--- src/hw/rtl/tea_pkg.sv ---
// Package: shared constants, types and round-sum function for the TEA block decryptor.
`timescale 1ns / 1ps
package tea_pkg;

	localparam int unsigned TeaRounds   = 32;
	localparam int unsigned TeaHalves   = 2 * TeaRounds;
	localparam logic [31:0] TeaSumStart = 32'hC6EF3720;
	localparam logic [31:0] TeaDelta    = 32'h9E3779B9;

	localparam int unsigned CfgIdxW = 8;
	localparam logic [CfgIdxW-1:0] CfgKey0 = CfgIdxW'(0);
	localparam logic [CfgIdxW-1:0] CfgKey1 = CfgIdxW'(1);
	localparam logic [CfgIdxW-1:0] CfgKey2 = CfgIdxW'(2);
	localparam logic [CfgIdxW-1:0] CfgKey3 = CfgIdxW'(3);

	localparam logic [31:0] KeyReset0 = 32'd1;
	localparam logic [31:0] KeyReset1 = 32'd2;
	localparam logic [31:0] KeyReset2 = 32'd3;
	localparam logic [31:0] KeyReset3 = 32'd4;

	typedef struct packed {
		logic [31:0] w0;
		logic [31:0] w1;
		logic [31:0] w2;
		logic [31:0] w3;
	} key_t;

	// src feeds the mix, dst takes the subtraction; the two swap every half round.
	typedef struct packed {
		logic        valid;
		logic [31:0] src;
		logic [31:0] dst;
		logic        last;
	} half_t;

	// Sum used by round r (same value for both halves of the round).
	function automatic logic [31:0] round_sum(input int unsigned r);
		logic [31:0] step;
		step = 32'(r) * TeaDelta;
		return TeaSumStart - step;
	endfunction

endpackage

--- src/hw/rtl/tea_key_regs.sv ---
// Key register file: four 32-bit key words written over the configuration channel.
`timescale 1ns / 1ps
module tea_key_regs
	import tea_pkg::*;
(
	input  logic               clk,
	input  logic               arst_n,
	input  logic               cfg_valid,
	output logic               cfg_ready,
	input  logic [CfgIdxW-1:0] cfg_index,
	input  logic [31:0]        cfg_data,
	output key_t               key
);

	key_t key_q;

	assign cfg_ready = 1'b1;
	assign key       = key_q;

	always_ff @(posedge clk or negedge arst_n) begin
		if (!arst_n) begin
			key_q.w0 <= KeyReset0;
			key_q.w1 <= KeyReset1;
			key_q.w2 <= KeyReset2;
			key_q.w3 <= KeyReset3;
		end else if (cfg_valid) begin
			unique case (cfg_index)
				CfgKey0: key_q.w0 <= cfg_data;
				CfgKey1: key_q.w1 <= cfg_data;
				CfgKey2: key_q.w2 <= cfg_data;
				CfgKey3: key_q.w3 <= cfg_data;
				default: ; // drop writes beyond the key words
			endcase
		end
	end

endmodule

--- config.mk ---
export PLATFORM = sky130hd
export DESIGN_NAME = tea_key_regs
export DESIGN_NICKNAME = d
export VERILOG_FILES = /design/src/hw/rtl/tea_pkg.sv /design/src/hw/rtl/tea_key_regs.sv
export SDC_FILE = /design/constraint.sdc
export NUM_CORES = 1
export LEC_CHECK = 0
export ABC_AREA = 1
export BUFFER_PORTS_ARGS = -buffer_cell sky130_fd_sc_hd__buf_2
export CORE_MARGIN = 3
export CORE_UTILIZATION = 35
export DETAILED_ROUTE_END_ITERATION = 10
export HOLD_SLACK_MARGIN = 0.03
export PLACE_DENSITY_LB_ADDON = 0.3
export SLEW_MARGIN = 20
export SYNTH_ARGS = -nofsm -noshare
export SYNTH_HDL_FRONTEND = slang
export SYNTH_SLANG_ARGS = --single-unit
--- constraint.sdc ---
create_clock -name clk -period 0.8 [get_ports clk]
set_input_delay 0.16 -clock clk [delete_from_list [all_inputs] [get_ports clk]]
set_output_delay 0.16 -clock clk [all_outputs]
set_load 0.02 [all_outputs]
==> out/summary.txt <==
RUN STATUS
------------------------------------------------------------------------------------
Run status ............................................................ finished with violations
Violated checks ....................................................... negative setup slack

GRT
------------------------------------------------------------------------------------
Global-route track usage on met2 ......................................       0.3191
Wire length of the first global-routing pass ..........................     26470 µm
Vias in the first global route ........................................         4858
Total global routing overflow .........................................            0
Global routing met3 resource utilization ..............................      0.06140
All-Layer GR Usage ....................................................       0.2040
Antenna violations before repair ......................................            0
Most utilized layer in the global route result ........................         met2
Maximum number of pins on one net before global-route repair ..........           39
Fraction of met1 tracks used by global routing ........................       0.2669

CRITICAL PATH
------------------------------------------------------------------------------------
R2R depth .............................................................            4
Startpoint of the lowest-slack register-to-register path ..............      key[47]
Maximum fanout encountered on the critical timing path ................            2
Critical path launch point ............................................      key[33]
Reg-to-reg critical path endpoint .....................................      key[47]
Crit. End Element ..................................................... primary output
Worst-path cell chain .................................................        buf_6
Largest stage delay, worst path .......................................       550 ps
Worst endpoint data arrival time ......................................      1080 ps
Count of buffering cells on the critical path with inverters included .            1
Minimum setup slack among reg-to-reg paths ............................       -70 ps
Crit path max-delay family ............................................   flip-flops
Kind of start point of the critical path ..............................     register
Slowest CP cell .......................................................      dfstp_2
Data required time of the critical path ...............................       640 ps
Type of the setup path with the least slack ...........................   reg -> out

PLACEMENT
------------------------------------------------------------------------------------
HPWL after detailed placement .........................................     10640 µm
IO buf count ..........................................................          170
RePlAce Congestion ....................................................       0.7642
Placement Cell Area ...................................................     6513 µm²

JOB
------------------------------------------------------------------------------------
Max Cap Violations ....................................................            0

FLOORPLAN
------------------------------------------------------------------------------------
Die span in y .........................................................     129.9 µm
Core footprint ........................................................    14750 µm²
Starting utilization of the core area .................................       0.3642
Total Die Area ........................................................    16880 µm²
Number of placed I/O pins .............................................          172
Die Wd ................................................................     129.9 µm
Rows ..................................................................           44

CLOCKING
------------------------------------------------------------------------------------
Buffer type at the clock tree root ....................................    clkbuf_16
Clk slew on worst S/H paths ...........................................        50 ps
TritonCTS sink count ..................................................          128
Clk Latency, worst-skew pair ..........................................       410 ps
H-Tree Depth ..........................................................            4
Maximum clock path buffer count .......................................            2
Inserted Clock Buffers ................................................           17
CTS tree ..............................................................          yes

TIMING
------------------------------------------------------------------------------------
Final number of hold-violating endpoints ..............................            0
Max Clk Rate ..........................................................    809.6 MHz
Min cycle time layout .................................................      1235 ps
Smallest hold slack ...................................................     45.78 ps
Final worst path period share .........................................        1.544
Final Max Slew Viols ..................................................            0
RSZ-0062 raised after global routing ..................................          yes
Post-Route Setup TNS ..................................................    -40120 ps
Clock Skews ...........................................................         0 ps
Final number of setup-violating endpoints .............................          138
Smallest setup slack after layout .....................................    -435.1 ps

DETAILED ROUTING
------------------------------------------------------------------------------------
WL final ..............................................................     18370 µm
Average routed wire per standard cell .................................     17.66 µm
Routed via count ......................................................         5122
Total DRC errors in the routed layout .................................            0
Antenna Violating Nets Remaining ......................................            0
DRC violation total after the first TritonRoute iteration .............          384
Length of the first detailed-routing pass in iterations ...............            5
Routed vias/inst ......................................................        4.925

FINAL LAYOUT
------------------------------------------------------------------------------------
Net count of the finished layout ......................................          886
Number of filler cells placed in the layout ...........................         1217
Post-layout instance area .............................................     8862 µm²
Antenna diodes ........................................................            0
Layout cell share with drive strength beyond 1 ........................       0.3785
Layout Area Growth over Synthesis .....................................       64.91%
Max FFs per register ..................................................          128

YOSYS
------------------------------------------------------------------------------------
Synth Area per Inst ...................................................    9.346 µm²
Number of unique standard cell types used by synthesis ................           18
Post-synthesis sequential element count ...............................          128
Post-Synthesis Cell Area ..............................................     5374 µm²
Net count after synthesis .............................................          618
Synth Instances .......................................................          575
Share of the yosys chip area belonging to registers ...................       0.5972
Yosys warning total ...................................................            0

PWR
------------------------------------------------------------------------------------
PnR Total Power .......................................................     17.27 mW
Pwr/cell area .........................................................  1949 nW/µm²
Leak Pwr ..............................................................     4.873 nW
Max VDD drop ..........................................................      1462 µV

HOLD PATH
------------------------------------------------------------------------------------
Depth of the worst hold-timing path ...................................            3
End of the worst hold path ............................................      key[13]
Path type of the worst min-delay path .................................    in -> reg
Worst min-delay path startpoint ....................................... cfg_data[13]

kinds of logic after synthesis:
| kind of cell | Yosys count | share of synthesized area |
|---|---|---|
| buf+inv | 45 | 0.07124 |
| flops | 128 | 0.5972 |
| simple gates | 401 | 0.3308 |
| other cells | 1 | 0.0006978 |
where the power goes:
| group | switching (mW) | internal, mW | total [mW] |
|---|---|---|---|
| clock network | 2.83 | 5.03 | 7.86 |
| registers | 0.246 | 6.80 | 7.04 |
| logic | 1.23 | 1.13 | 2.36 |
placed cells by master, fill, tap and decap left out, drive strengths merged:
master       netlist  routed
buf               39     255
nand3            132     132
inv                6       6
dfstp              5       5
dfrtp            123     123
conb               1       1
clkinv             0       5
nor2               8       8
clkinvlp           0       3
nand2            261     261
dlygate4sd3        0      26
clkbuf             0      28
bufinv             0       3
cell usage after synthesis, drive strengths merged:
| cell type | n | area (µm²) |
|---|---|---|
| dfrtp | 123 | 3078 |
| conb | 1 | 3.750 |
| buf | 39 | 355.3 |
| nand3 | 132 | 710.7 |
| dfstp | 5 | 131.4 |
| inv | 6 | 27.52 |
| nor2 | 8 | 75.07 |
| nand2 | 261 | 992.2 |
worst max path at each step:
stage,endpoint,cells after the start,slack [ps]
3_3_place_gp,key[121],7,-360
4_1_cts,key[33],1,-460
2_1_floorplan,key[123],7,-130
6_report,key[33],1,-440
5_1_grt,key[96],1,-470
3_5_place_dp,key[98],7,-390
cell type report:
cell class                      instances  area (µm²)  area share
Clock buffer                           21       460.4     0.05196
Clock inverter                         11       137.6     0.01553
Tap cell                              184       230.2     0.02598
Multi-Input combinational cell        402        1839      0.2075
Inverter                                6       27.53    0.003106
Sequential cell                       128        3209      0.3621
Timing Repair Buffer                  288        2958      0.3338
through the flow:
step	util	setup slack [ps]	instances
global route	0.6007	-469.4	1040
CTS	0.5696	-458.2	1003
global placement	0.4414	-360.9	914
finish	0.6007	-435.1	1040
detailed placement	0.4414	-386.6	914
floorplan	-	-131.8	575
timing repair:
| item | in CTS | in global routing |
|---|---|---|
| hold buffers | 26 | 0 |
| setup buffers | 31 | 30 |
| hold endpoints to repair | 200 | 0 |
| gates resized for setup | 256 | 18 |
| pin swaps | 0 | 15 |
| endpoints found under the setup margin | 128 | 154 |
| gates cloned | 0 | 7 |
per-layer routing:
layer | wire, µm | share of wire
met2 | 9008 | 0.49
met4 | 473 | 0.026
met3 | 1221 | 0.066
met5 | 0 | 0
met1 | 7667 | 0.42
No activity file was read; power rests on OpenSTA's default activity.
