--- src/hw/rtl/tea_pkg.sv ---
// Package: shared constants, types and round-sum function for the TEA block decryptor.
`timescale 1ns / 1ps
package tea_pkg;

	localparam int unsigned TeaRounds   = 32;
	localparam int unsigned TeaHalves   = 2 * TeaRounds;
	localparam logic [31:0] TeaSumStart = 32'hC6EF3720;
	localparam logic [31:0] TeaDelta    = 32'h9E3779B9;

	localparam int unsigned CfgIdxW = 8;
	localparam logic [CfgIdxW-1:0] CfgKey0 = CfgIdxW'(0);
	localparam logic [CfgIdxW-1:0] CfgKey1 = CfgIdxW'(1);
	localparam logic [CfgIdxW-1:0] CfgKey2 = CfgIdxW'(2);
	localparam logic [CfgIdxW-1:0] CfgKey3 = CfgIdxW'(3);

	localparam logic [31:0] KeyReset0 = 32'd1;
	localparam logic [31:0] KeyReset1 = 32'd2;
	localparam logic [31:0] KeyReset2 = 32'd3;
	localparam logic [31:0] KeyReset3 = 32'd4;

	typedef struct packed {
		logic [31:0] w0;
		logic [31:0] w1;
		logic [31:0] w2;
		logic [31:0] w3;
	} key_t;

	// src feeds the mix, dst takes the subtraction; the two swap every half round.
	typedef struct packed {
		logic        valid;
		logic [31:0] src;
		logic [31:0] dst;
		logic        last;
	} half_t;

	// Sum used by round r (same value for both halves of the round).
	function automatic logic [31:0] round_sum(input int unsigned r);
		logic [31:0] step;
		step = 32'(r) * TeaDelta;
		return TeaSumStart - step;
	endfunction

endpackage

--- src/hw/rtl/tea_half_round.sv ---
// One pipeline stage: half of a TEA decryption round, dst -= mix(src), then swap.
`timescale 1ns / 1ps
module tea_half_round
	import tea_pkg::*;
(
	input  logic        clk,
	input  logic        arst_n,
	input  logic        advance,
	input  logic [31:0] sum,
	input  logic [31:0] key_l,
	input  logic [31:0] key_r,
	input  half_t       in_word,
	output half_t       out_word
);

	logic        valid_s1;
	logic [31:0] src_s1;
	logic [31:0] dst_s1;
	logic        last_s1;
	logic [31:0] mix;
	logic [31:0] dst_new;

	assign mix = ((in_word.src << 4) + key_l) ^ (in_word.src + sum)
		^ ((in_word.src >> 5) + key_r);
	assign dst_new = in_word.dst - mix;

	always_ff @(posedge clk or negedge arst_n) begin
		if (!arst_n) begin
			valid_s1 <= 1'b0;
		end else if (advance) begin
			valid_s1 <= in_word.valid;
		end
	end

	always_ff @(posedge clk) begin
		if (advance) begin
			src_s1  <= dst_new;
			dst_s1  <= in_word.src;
			last_s1 <= in_word.last;
		end
	end

	assign out_word = '{valid: valid_s1, src: src_s1, dst: dst_s1, last: last_s1};

endmodule

--- config.mk ---
export PLATFORM = sky130hd
export DESIGN_NAME = tea_half_round
export DESIGN_NICKNAME = d
export VERILOG_FILES = /design/src/hw/rtl/tea_pkg.sv /design/src/hw/rtl/tea_half_round.sv
export SDC_FILE = /design/constraint.sdc
export NUM_CORES = 1
export LEC_CHECK = 0
export BUFFER_PORTS_ARGS = -buffer_cell sky130_fd_sc_hd__buf_2
export CAP_MARGIN = 10
export CORE_ASPECT_RATIO = 1.1
export CORE_MARGIN = 10
export CORE_UTILIZATION = 31
export CTS_BUF_LIST = sky130_fd_sc_hd__clkbuf_8
export DETAILED_ROUTE_END_ITERATION = 12
export GPL_TIMING_DRIVEN = 1
export SKIP_CTS_REPAIR_TIMING = 1
export SLEW_MARGIN = 15
export SYNTH_ARGS = -nofsm -noshare
export SYNTH_HDL_FRONTEND = slang
export SYNTH_SLANG_ARGS = --single-unit
--- constraint.sdc ---
create_clock -name clk -period 0.8 [get_ports clk]
set_input_delay 0.08 -clock clk [delete_from_list [all_inputs] [get_ports clk]]
set_output_delay 0.08 -clock clk [all_outputs]
set_load 0.03 [all_outputs]
==> results.txt <==
status -> finished with violations
violated checks -> negative setup slack
slew at the pin with the worst max-slew slack -> 461 ps
CP Data Arrival Time -> 4150 ps
Synth Area in XOR/XNOR -> 19.0%
Max Transition Viols Final -> 0
Sw Ratio -> 42.5%
Routed wire per std cell -> 18.3 microns
Post-Syn Nets -> 1198
post-placement cell area -> 0.0128 sq mm
WS Path Type -> in2reg
initial antenna violation count -> 9
fin crit period -> 3920 ps
Worst Setup Slack, final -> -3120 ps
Flop pwr share -> 15.9%
post-DP HPWL -> 29300 microns
Post-Synth Simple-Gate Area -> 13.0%
Pint -> 21.7 mW
Clock Skew -> 0 ps
CTS tree -> yes
GP Congestion -> 0.933
Rel. slew slack -> 69.0%
Avg Synthesized Cell Area -> 9.13 sq um
Residual DRC -> 0
CTS sink cnt -> 66
Initial DRC Count -> 449
vias in the first global route -> 9391
Hold Path Class -> in2reg
FFs w/ async S/R, synth -> 1.52%
part of the cycle the worst path needs -> 491%
startpoint type of the worst setup path -> input pin
CTS Buf Count -> 9
layout cells sized above 1 -> 48.7%
Pleak -> 6.76 nW
area grow syn2layout -> 73.1%
Post-Synth Adder-Cell Area -> 18.4%
critical-path maximum fanout -> 3
number of enable flip-flop cells after synthesis -> 65
later-pin clock latency in the skew report -> 380 ps
Die W -> 176 microns
post-route cell area -> 0.0144 sq mm
fillers -> 2361
P per Cell Area -> 2610 mW/mm^2
combinational share of power -> 77.1%
top_reg_cell synth -> edfxtp_1
clk buf depth -> 2
# port buffers -> 230
Root Driver -> clkbuf_8
vias after detailed routing -> 9476
GRT Resource Usage Total -> 18.9%
Setup crit end kind -> register
Syn Inst Count -> 913
Final ANT Viol Nets -> 0
synth warn -> 0
Ports -> 231
Netlist Area Pre-Place -> 0.00834 sq mm
Clk pin slew, worst setup/hold paths -> 90 ps
setup TNS -> -85650 ps
initial core utilization -> 31.7%
FF+latch count, synth -> 66
num rows -> 62
post-synthesis mux area share -> 0.135%
gr ovfl total -> 0
DR pass1 iterations -> 7
RSZ-0062 raised after global routing -> true
largest family of logic cells by synthesized area -> compound AO/OA/AOI/OAI gates
Die ar. -> 0.0339 sq mm
H-Tree Depth -> 3
Max Cap Viol -> 0
Sw Pwr -> 16.0 mW
Netlist cell types -> 65
Core ar. -> 0.0263 sq mm
fmax -> 0.255 GHz
Die Ht -> 192 microns
Util after Layout -> 54.9%
first-pass GRT wire length -> 49700 microns
Hold Fails Final Rpt -> 0
largest net degree at the start of global routing -> 21
Worst Path Required -> 1020 ps
area fraction in compound gates after synthesis -> 24.0%
proportion of power drawn by the clock network -> 7.0%
WL final -> 34900 microns
vias per cell -> 4.98
nets@finish -> 1821
sequential area share after synthesis -> 23.7%
Final setup viols -> 98
Worst IR Drop VDD -> 1010 uV
[registers in the layout, summed over array words and instances, names as in the netlist]
register and count:
valid_s1 1, dst_s1 32, last_s1 1, src_s1 32
[through the flow]
step / instances / hold slack [ps] / total power [mW] / setup WS [ps]
after CTS: 1861 / -570 / 32.9 / -3290
after floorplan: 913 / -216 / 20.5 / -3060
after global routing: 1901 / -1.58 / 40.3 / -3350
final: 1902 / 6.33 / 37.7 / -3120
after global placement: 1845 / -146 / 29.8 / -3550
after detailed placement: 1845 / -144 / 30.1 / -3690
[area by class of cell]
class	count	area (sq um)	area share, %
inverter	31	119	0.824
clock inverter	7	37.5	0.260
antenna	9	22.5	0.156
multi-input combinational	810	7050	48.9
tap	352	440	3.05
timing repair buffer	618	4660	32.3
clock buffer	9	124	0.858
sequential	66	1980	13.7
[power groups by stage]
| stage | Sequential, mW | Combinational (mW) | Clock (mW) |
|---|---|---|---|
| 2_1_floorplan | 7.87 | 12.7 | 0 |
| 3_3_place_gp | 5.80 | 24.0 | 0 |
| 3_5_place_dp | 5.81 | 24.3 | 0 |
| 4_1_cts | 5.74 | 24.4 | 2.72 |
| 5_1_grt | 6.10 | 31.4 | 2.82 |
| 6_report | 5.98 | 29.1 | 2.64 |
[path summary, 6_finish.rpt]
check,to,slack [ps],cells past startpoint,from
max,src_s1[29],-3120,23,in_word[33]
min,dst_s1[30],6,2,in_word[63]
max reg2reg,valid_s1,30,1,valid_s1
min reg2reg,valid_s1,550,1,valid_s1
max in group asynchronous,valid_s1,160,3,arst_n
min in group asynchronous,valid_s1,530,3,arst_n
[metal layers]
metal | track usage, % | part of all wire, %
met2 | 31.0 | 48
met1 | 23.6 | 43
met5 | 0 | 0.026
met3 | 3.38 | 5.0
met4 | 9.06 | 3.4
[kinds of logic (layout without fill, tap and decap cells)]
| logic type | after synthesis | in the layout |
|---|---|---|
| buffers and inverters | 37 | 665 |
| and+or+nand+nor | 212 | 212 |
| xor gates and xnor gates | 175 | 175 |
| muxes | 1 | 1 |
| adders and majority gates | 120 | 120 |
| DFF | 66 | 66 |
| other | 0 | 9 |
| AOI/OAI and AO/OA | 302 | 302 |
[worst max-delay path: stages]
cell,delay [ps]
buf_8,80
ha_4,150
inv_4,40
fa_2,410
nor2b_4,150
o2111ai_4,150
a41oi_2,250
nor2_2,80
o21bai_1,180
a21oi_2,110
xor2_1,160
xnor2_1,190
xnor2_1,180
ha_1,300
a21o_1,190
a311oi_2,240
o21a_1,200
a21boi_2,60
a21boi_4,140
o21ai_2,170
nand3b_1,140
a2111o_1,380
o211ai_1,100
[cells in the final DEF, fill, tap and decap left out, drive strengths merged, types with 12 or more instances in the layout]
master / Yosys / final
buf: 3 / 602
xnor2: 140 / 140
ha: 116 / 116
a21oi: 87 / 87
edfxtp: 65 / 65
a21o: 59 / 59
o21ai: 58 / 58
nand2: 53 / 53
nor2: 48 / 48
inv: 31 / 32
xor2: 31 / 31
nand2b: 17 / 17
nand3: 16 / 16
o21bai: 15 / 15
nor3: 15 / 15
dlygate4sd3: 0 / 14
a31oi: 14 / 14
o21a: 13 / 13
nor2b: 13 / 13
nand4: 12 / 12
[cells in the mapped netlist, types with 11 or more instances]
cell	instances	share of area, %
o21bai_1	15	1.4
nor2_1	48	2.2
a21o_1	59	5.3
a21oi_1	86	5.2
a31oi_1	13	0.98
nand2_1	53	2.4
edfxtp_1	65	23
nand4_1	12	0.90
nor3_1	15	0.90
and3_1	11	0.83
nor2b_1	13	0.98
nand2b_1	17	1.3
o21ai_0	52	3.1
nand3_1	14	0.84
ha_1	116	17
xnor2_1	140	15
o21a_1	13	1.2
inv_1	31	1.4
xor2_1	31	3.3
No activity file was read; power rests on OpenSTA's default activity.
